### config.mk
export PLATFORM = sky130hd
export DESIGN_NAME = wpp_cell
export DESIGN_NICKNAME = d
export VERILOG_FILES = /design/src/rtl/core/wpp_pkg.sv /design/src/rtl/core/wpp_cell.sv
export SDC_FILE = /design/constraint.sdc
export NUM_CORES = 1
export LEC_CHECK = 0
export BUFFER_PORTS_ARGS = -buffer_cell sky130_fd_sc_hd__buf_2
export CORE_ASPECT_RATIO = 0.8
export CORE_MARGIN = 4
export CORE_UTILIZATION = 50
export DETAILED_ROUTE_END_ITERATION = 7
export PLACE_DENSITY = 0.81
export SKIP_LAST_GASP = 1
export SYNTH_ARGS = -nofsm -noshare
export SYNTH_HDL_FRONTEND = slang
export SYNTH_SLANG_ARGS = --single-unit
### constraint.sdc
create_clock -name clk_i -period 3.2 [get_ports clk_i]
set_input_delay 0.16 -clock clk_i [delete_from_list [all_inputs] [get_ports clk_i]]
set_output_delay 0.16 -clock clk_i [all_outputs]
set_load 0.03 [all_outputs]
### src/rtl/core/wpp_pkg.sv
// package for the window peak-to-peak maximum block
// holds the default sizes, fixed field widths and the stage control struct
// no dependencies

package wpp_pkg;

  // default sizes for the top level parameters
  localparam int unsigned MAX_WINDOW_DEF   = 64;
  localparam int unsigned SAMPLE_WIDTH_DEF = 32;

  // fixed widths of the window length register and the result field
  localparam int unsigned LEN_W = 7;
  localparam int unsigned OUT_W = 32;

  // control that travels with an item from stage to stage
  typedef struct packed {
    logic valid;  // an item sits in this stage
    logic last;   // the item closes its data set
    logic full;   // a full window ends at this item
  } wpp_ctrl_t;

endpackage

### src/rtl/core/wpp_cell.sv
// one cell of the running max/min chain
// cell k keeps the max and min of the last k+1 samples; uses wpp_pkg

module wpp_cell #(
  parameter int unsigned SampleWidth = wpp_pkg::SAMPLE_WIDTH_DEF
) (
  input  logic                   clk_i,
  input  logic                   en_i,
  input  logic [SampleWidth-1:0] sample_i,
  input  logic [SampleWidth-1:0] prev_max_i,
  input  logic [SampleWidth-1:0] prev_min_i,
  output logic [SampleWidth-1:0] max_o,
  output logic [SampleWidth-1:0] min_o
);
  import wpp_pkg::*;

  logic [SampleWidth-1:0] max_d, max_q;
  logic [SampleWidth-1:0] min_d, min_q;

  // fold the new sample into the neighbor's shorter window
  always_comb begin
    max_d = (sample_i > prev_max_i) ? sample_i : prev_max_i;
    min_d = (sample_i < prev_min_i) ? sample_i : prev_min_i;
  end

  // payload only, no reset
  always_ff @(posedge clk_i) begin
    if (en_i) begin
      max_q <= max_d;
      min_q <= min_d;
    end
  end

  assign max_o = max_q;
  assign min_o = min_q;

endmodule

==> impl_metrics.toml <==
[logic_synthesis]
synthTopCellsByArea = "edfxtp_1, ha_1, mux2_2"
synthFlopType = "edfxtp_1"
synth_edf_count = 64
synth_cell_types = 31
synth_fp_nets = 515
netlist_instances = 354
synth-warning-count = 0
synth_area_leader_cell = "edfxtp_1"
synthesis.area_sq_mm = 0.00431
synth_commonest_cells = "edfxtp_1, ha_1, inv_1"
synth_top_area_share_pct = 44.6
synthMostInstantiatedCell = "edfxtp_1"
yosysSeqAreaShare_pct = 44.6
avgSynthCellArea_sq_um = 12.2
ys_seq_elements = 64
async_reset_ff_share_pct = 0

[route]
vias_per_cell = 5.27
wl_um = 10600
dr.pass1.iters = 4
vias = 3365
drcViolationCount = 0
ant_nets = 0
first_iter_violations = 121
wl_per_cell_um = 16.6

[outcome]
status = "complete, no violations"

[global_route]
grt_first_pass_wirelength_um = 16900
grt_usage_pct = 20.6
grt_pass1_vias = 3556
antenna_found_initial = 0
grt_max_degree = 65
gr-total-overflow = 0

[cells_and_area]
utilization_pct = 66.7
fin_area_sq_mm = 0.00544
fin_nets = 687
drive_above_1_share_pct = 44.8
syn_to_final_growth_pct = 26.4
diodes = 0

[worst_hold_path]
min_path_type = "primary input to flip-flop"

[cts]
clk_pin_slew_worst_paths_ns = 0.07
cts_tree = "built"
cts.sinks = 64
cts_buffers = 9
root_buffer = "clkbuf_8"
postCtsSetupBuffers = 0
ctsHoldBuffers = 0
clk_path_buf_depth = 2
cts_resized = 0
h-tree-depth = 3

[timing]
setup_viol_count_final = 0
hold_violations = 0
rsz0062_at_grt = "false"
slew_headroom_pct = 43.9
fmax_mhz = 405
fin_crit_ns = 2.47
finalCritPeriodShare_pct = 77.1
finalWorstSetupSlack_ns = 0.733
final.setup.tns_ns = 0
finalMaxSlewViolations = 0
worst_pin_slew_ns = 0.841

[floorplanning]
rows = 29
die_y_um = 91
die_x_um = 112
coreArea_sq_mm = 0.00816
dieArea_sq_mm = 0.0102
num_io_pins = 162
start_util_pct = 52.7

[placement]
io_buffers = 161
hpwl_um = 8530
postPlaceCellArea_sq_mm = 0.00522
place_ws_ns = 0.364
finalWeightedCongestion = 0.825

[pwr]
power_uw = 2580
pwr_density_cell_mw_per_mm2 = 473
leakagePower_uw = 0.00269
ir_drop_mv = 0.301

[job]
max-cap-violations = 0

[critical_path]
crit_path_start_kind = "primary input"
endpoint_kind = "flip-flop"
cp.required_ns = 3.29
crit_fanout = 18
cp.arrival_ns = 2.56
critical_path_class = "primary input to flip-flop"
stage by stage:
stage               cells  hold WS (ns)
CTS                   639         0.106
detailed placement    623         0.468
floorplan             354         0.272
global placement      623         0.460
finish                639         0.121
global route          639         0.117
where the power goes:
group,internal [uW],total [uW],switching (uW)
clock,440,778,338
sequential,1040,1060,24.1
combinational,287,736,449
total,1770,2580,811
critical path, stage by stage:
cell,delay [ns]
buf_2,0.12
ha_1,0.30
and3_1,0.21
a221o_1,0.37
a221oi_1,0.24
o21ai_1,0.18
a211oi_4,0.27
buf_4,0.33
mux2_2,0.38
area by class of cell:
class	count	area, sq um
clock buffers	9	124
well taps	108	135
inverters	63	236
fillers	687	2720
multi-input cells	221	2080
clock inverters	7	95.1
repair buffers	167	851
flip-flops and latches	64	1920
cell usage in the layout, fill, tap and decap left out, types with 11 or more instances in the layout:
cell / Yosys / final
buf_2: 0 / 161
edfxtp_1: 64 / 64
inv_1: 63 / 63
ha_1: 63 / 63
mux2_2: 53 / 53
a21oi_1: 23 / 23
mux2_1: 11 / 11
cell families after synthesis:
| family | share of synthesized area (%) |
|---|---|
| DFF | 44.6 |
| and+or+nand+nor | 5.35 |
| adders and majority gates | 18.3 |
| muxes | 16.7 |
| AOI/OAI and AO/OA | 7.90 |
| buffers and inverters | 7.06 |
metal layers:
layer / up-vias / part of all wire [%] / wire length [um] / track usage, %
li1: 1641 / - / - / -
met1: 1592 / 42 / 4470 / 26.5
met5: - / 0 / 0 / 0
met2: 118 / 50 / 5250 / 35.1
met4: 0 / 1.5 / 154 / 5.98
met3: 14 / 6.8 / 715 / 4.65
worst paths after layout:
kind | slack, ns | cells after the start | start | to
setup / recovery | 0.73 | 9 | sample_i[14] | min_o[13]
hold / removal | 0.12 | 2 | prev_min_i[30] | min_o[30]
flip-flops by register name (all words and copies together) (netlist names):
register  cells
min_o        32
max_o        32
(Power assumes the default switching activity.)
