==> src/rtl/core/wpp_pkg.sv <==
// package for the window peak-to-peak maximum block
// holds the default sizes, fixed field widths and the stage control struct
// no dependencies

package wpp_pkg;

  // default sizes for the top level parameters
  localparam int unsigned MAX_WINDOW_DEF   = 64;
  localparam int unsigned SAMPLE_WIDTH_DEF = 32;

  // fixed widths of the window length register and the result field
  localparam int unsigned LEN_W = 7;
  localparam int unsigned OUT_W = 32;

  // control that travels with an item from stage to stage
  typedef struct packed {
    logic valid;  // an item sits in this stage
    logic last;   // the item closes its data set
    logic full;   // a full window ends at this item
  } wpp_ctrl_t;

endpackage

==> src/rtl/core/wpp_best.sv <==
// largest spread tracker and result register
// keeps the best spread of the set, hands it out on the last item; uses wpp_pkg

module wpp_best #(
  parameter int unsigned SampleWidth = wpp_pkg::SAMPLE_WIDTH_DEF
) (
  input  logic                      clk_i,
  input  logic                      rst_ni,
  input  wpp_pkg::wpp_ctrl_t        ctrl_i,
  input  logic [SampleWidth-1:0]    spread_i,
  input  logic                      out_ready_i,
  output logic                      stall_o,
  output logic                      out_valid_o,
  output logic [wpp_pkg::OUT_W-1:0] best_spread_o
);
  import wpp_pkg::*;

  logic [SampleWidth-1:0] best_d, best_q;
  logic [SampleWidth-1:0] cand;
  logic [OUT_W-1:0]       cand_sat;
  logic [OUT_W-1:0]       out_data_q;
  logic                   out_valid_d, out_valid_q;
  logic                   stall;
  logic                   adv;

  // a closing item waits while the result register is still held
  assign stall = ctrl_i.valid && ctrl_i.last && out_valid_q && !out_ready_i;
  assign adv   = ctrl_i.valid && !stall;

  // running maximum of the spread
  always_comb begin
    cand = best_q;
    if (ctrl_i.full && (spread_i > best_q)) begin
      cand = spread_i;
    end
  end

  // clamp to the result width
  if (SampleWidth > OUT_W) begin : g_sat
    assign cand_sat = (cand[SampleWidth-1:OUT_W] != '0) ? '1 : cand[OUT_W-1:0];
  end else begin : g_ext
    assign cand_sat = OUT_W'(cand);
  end

  // next best and result valid
  always_comb begin
    best_d      = best_q;
    out_valid_d = out_valid_q;
    if (out_valid_q && out_ready_i) begin
      out_valid_d = 1'b0;
    end
    if (adv) begin
      if (ctrl_i.last) begin
        best_d      = '0;
        out_valid_d = 1'b1;
      end else begin
        best_d = cand;
      end
    end
  end

  always_ff @(posedge clk_i or negedge rst_ni) begin
    if (!rst_ni) begin
      best_q      <= '0;
      out_valid_q <= 1'b0;
    end else begin
      best_q      <= best_d;
      out_valid_q <= out_valid_d;
    end
  end

  // result payload
  always_ff @(posedge clk_i) begin
    if (adv && ctrl_i.last) begin
      out_data_q <= cand_sat;
    end
  end

  assign stall_o       = stall;
  assign out_valid_o   = out_valid_q;
  assign best_spread_o = out_data_q;

endmodule

==> config.mk <==
export PLATFORM = sky130hd
export DESIGN_NAME = wpp_best
export DESIGN_NICKNAME = d
export VERILOG_FILES = /design/src/rtl/core/wpp_pkg.sv /design/src/rtl/core/wpp_best.sv
export SDC_FILE = /design/constraint.sdc
export NUM_CORES = 1
export LEC_CHECK = 0
export ABC_CLOCK_PERIOD_IN_PS = 4700
export CAP_MARGIN = 30
export CORE_UTILIZATION = 60
export DETAILED_ROUTE_END_ITERATION = 16
export DONT_BUFFER_PORTS = 1
export PLACE_DENSITY = 0.76
export SLEW_MARGIN = 10
export SYNTH_ARGS = -nofsm -noshare
export SYNTH_HDL_FRONTEND = slang
export SYNTH_SLANG_ARGS = --single-unit
==> constraint.sdc <==
create_clock -name clk_i -period 4.7 [get_ports clk_i]
set_input_delay 0.47 -clock clk_i [delete_from_list [all_inputs] [get_ports clk_i]]
set_output_delay 0.47 -clock clk_i [all_outputs]
set_load 0.02 [all_outputs]
==> impl_metrics.env <==
export IMPL_r2r_start="best_q[30]"
export IMPL_grt_pass1_vias=2083
export IMPL_syn_num_nets=337
export IMPL_clock_tree_root_cell="clkbuf_8"
export IMPL_hold_viol_final=0
export IMPL_cts_tree="built"
export IMPL_drive_gt1_frac=0.196
export IMPL_cp_data_required_time_ps=4790
export IMPL_grt_ovfl_total=0
export IMPL_n_antenna_cell=0
export IMPL_die_area_um2=6200
export IMPL_p_leak_nw=1.55
export IMPL_synth_ff_type="dfrtp_1"
export IMPL_worst_pin_slew_ps=662
export IMPL_yosysUniqueCellTypes=31
export IMPL_dr_pass1_iters=4
export IMPL_ant_nets=0
export IMPL_yosysWarnings=0
export IMPL_synth_common_cells="dfrtp_1 (33), a32o_1 (32), edfxtp_1 (32), ha_1 (32), inv_1 (32)"
export IMPL_worstHoldPathCells=1
export IMPL_status="completed"
export IMPL_final_max_slew_viol_count=0
export IMPL_grt_max_degree=38
export IMPL_syn_inst=267
export IMPL_cellPowerDensity_nw_per_um2=361
export IMPL_arrival_ps=3460
export IMPL_fmax_mhz=297
export IMPL_ys_ff_latch=65
export IMPL_crit_family="simple AND/OR/NAND/NOR gates"
export IMPL_via_per_inst=6.19
export IMPL_yosys_top_cells_area="edfxtp_1 (27%), dfrtp_1 (23%), mux2_4 (12%), ha_1 (11%), a32o_1 (9.1%)"
export IMPL_finClkSkew_ps=12.1
export IMPL_design_area_um2=3800
export IMPL_drt_initial_drc_count=113
export IMPL_grt_pass1_wl_um=10500
export IMPL_dieHeight_um=78.8
export IMPL_worstSkewPairLatency_ps=340
export IMPL_gp_congestion=0.777
export IMPL_grt_util_all_layers=0.230
export IMPL_area_growth_pct=7.65
export IMPL_setup_tns_ps=0
export IMPL_slowest_stage="or2_2"
export IMPL_critical_path_class="reg2reg"
export IMPL_drc=0
export IMPL_start_kind="flop"
export IMPL_rsz0062_at_grt="false"
export IMPL_cts_buffers=9
export IMPL_cts_resized=0
export IMPL_antenna_found_initial=0
export IMPL_hold_class="in2reg"
export IMPL_timing_rr_end="best_spread_o[15]"
export IMPL_nets=340
export IMPL_core_um2=5610
export IMPL_cp_end_kind="flop"
export IMPL_async_flop_share=0.508
export IMPL_synth_most_common_cell="dfrtp_1"
export IMPL_place_area_um2=3590
export IMPL_fin_crit_sh=0.716
export IMPL_max_stage_delay_ps=630
export IMPL_r2r_setup_slack_ps=1340
export IMPL_max_cap_viol_count=0
export IMPL_finalCriticalPeriod_ps=3360
export IMPL_hold_start="spread_i[29]"
export IMPL_syn_cell_area_um2=3530
export IMPL_avgSynthCellArea_um2=13.2
export IMPL_numClockSinks=65
export IMPL_avgRoutedWirePerCell_um=18.8
export IMPL_cts_buffer_depth=2
export IMPL_initial_core_util=0.630
export IMPL_yosysTopAreaCell="edfxtp_1"
export IMPL_synth_top_cell_area_share=0.272
export IMPL_crit_buf_inv=2
export IMPL_crit_chain="inv_1 > ha_1 > nand4_1 > nor4_1 > nand3b_1 > a31oi_1 > or2_2 > buf_12 > mux2_4"
export IMPL_vias=2149
export IMPL_whs_endpoint="best_q[29]"
export IMPL_ioPinCount=72
export IMPL_htreeDepth=3
export IMPL_row_count=27
export IMPL_io_buffers=0
export IMPL_finalSetupViolations=0
export IMPL_worstRegToRegCells=9
export IMPL_clkTransAtPathRegs_ps=70
export IMPL_max_slew_margin=0.559
export IMPL_crit_fanout=37
export IMPL_ir_worst_vdd_v=0.000192
export IMPL_ys_seq_area_frac=0.505
export IMPL_dpl_hpwl_um=4280
export IMPL_cts_setup_buffers=0
export IMPL_die_w_um=78.8
export IMPL_fill_cells=409
export IMPL_synth_edff_count=32
export IMPL_routed_wl_um=6520
[through the flow]
step	cells	hold slack [ps]	setup WS, ps	power (mW)	util
final	347	282	1340	1.37	0.678
after global routing	347	262	1120	1.44	0.678
after CTS	346	273	1370	1.38	0.674
after global placement	328	175	1380	0.973	0.641
after floorplan	267	174	2080	0.937	-
after detailed placement	328	175	1330	0.982	0.641
[timing repair]
action | CTS | global route
setup endpoints to repair | 0 | 0
hold buffers | 2 | 0
endpoints found under the hold margin | 33 | 0
[power by group]
group | switching (mW) | leakage (nW) | internal [mW]
sequential | 0.0517 | 0.748 | 0.659
clock | 0.205 | 0.0819 | 0.185
combinational | 0.130 | 0.718 | 0.143
total | 0.387 | 1.55 | 0.988
[area by class of cell]
| type | count | area (um^2) | share of cell area |
|---|---|---|---|
| clock buffers | 11 | 131 | 0.0345 |
| inverters | 32 | 120 | 0.0316 |
| clock inverters | 5 | 22.5 | 0.00592 |
| repair buffers | 6 | 92.6 | 0.0243 |
| well taps | 72 | 90.1 | 0.0237 |
| flip-flops and latches | 65 | 1790 | 0.470 |
| multi-input cells | 156 | 1560 | 0.410 |
[sequential cells by signal (all words and copies together) (netlist names)]
signal and cells:
best_spread_o 32, best_q 32, out_valid_o 1
[per-layer routing]
metal / vias to the layer above / wire length (um) / global-route usage / part of all wire
li1: 1027 / - / - / -
met1: 1056 / 2790 / 0.291 / 0.43
met2: 55 / 3170 / 0.354 / 0.49
met3: 11 / 428 / 0.0931 / 0.066
met4: 0 / 133 / 0.0852 / 0.020
met5: - / 0 / 0 / 0
[worst register-to-register path, delay by kind of cell (launching register included)]
kind	cells	cell delay (ps)
multiplexers	1	340
flip-flops	1	370
adder cells (fa/ha/maj)	1	320
buffers and inverters	2	370
AND/OR/NAND/NOR	4	1350
AO/OA/AOI/OAI	1	360
[placed cells by master, fill, tap and decap left out, drive strengths merged, types with 2 or more instances in the layout]
master / n
dfrtp: 33
inv: 32
a32o: 32
ha: 32
edfxtp: 32
mux2: 32
a21oi: 12
clkbuf: 11
nand4: 8
nand2: 8
nor2: 5
clkinv: 5
buf: 5
nand3: 4
a21o: 3
o21ai: 3
nor2b: 3
nor4: 2
nand2b: 2
[worst max-delay path by stage]
stage | startpoint | to | slack, ps | depth (start not counted)
after global placement | spread_i[30] | best_spread_o[13] | 1380 | 8
final | best_q[30] | best_spread_o[15] | 1340 | 9
after floorplan | spread_i[18] | best_spread_o[10] | 2080 | 9
after global routing | best_q[30] | best_spread_o[12] | 1120 | 9
after detailed placement | spread_i[30] | best_spread_o[15] | 1330 | 8
after CTS | best_q[30] | best_spread_o[15] | 1370 | 9
[logic make-up after synthesis]
| group | Yosys count | share of synthesized area |
|---|---|---|
| DFF | 65 | 0.505 |
| buffers and inverters | 46 | 0.0584 |
| AOI/OAI and AO/OA | 58 | 0.141 |
| and+or+nand+nor | 34 | 0.0499 |
| adders and majority gates | 32 | 0.113 |
| muxes | 32 | 0.132 |
(Power assumes the default switching activity.)
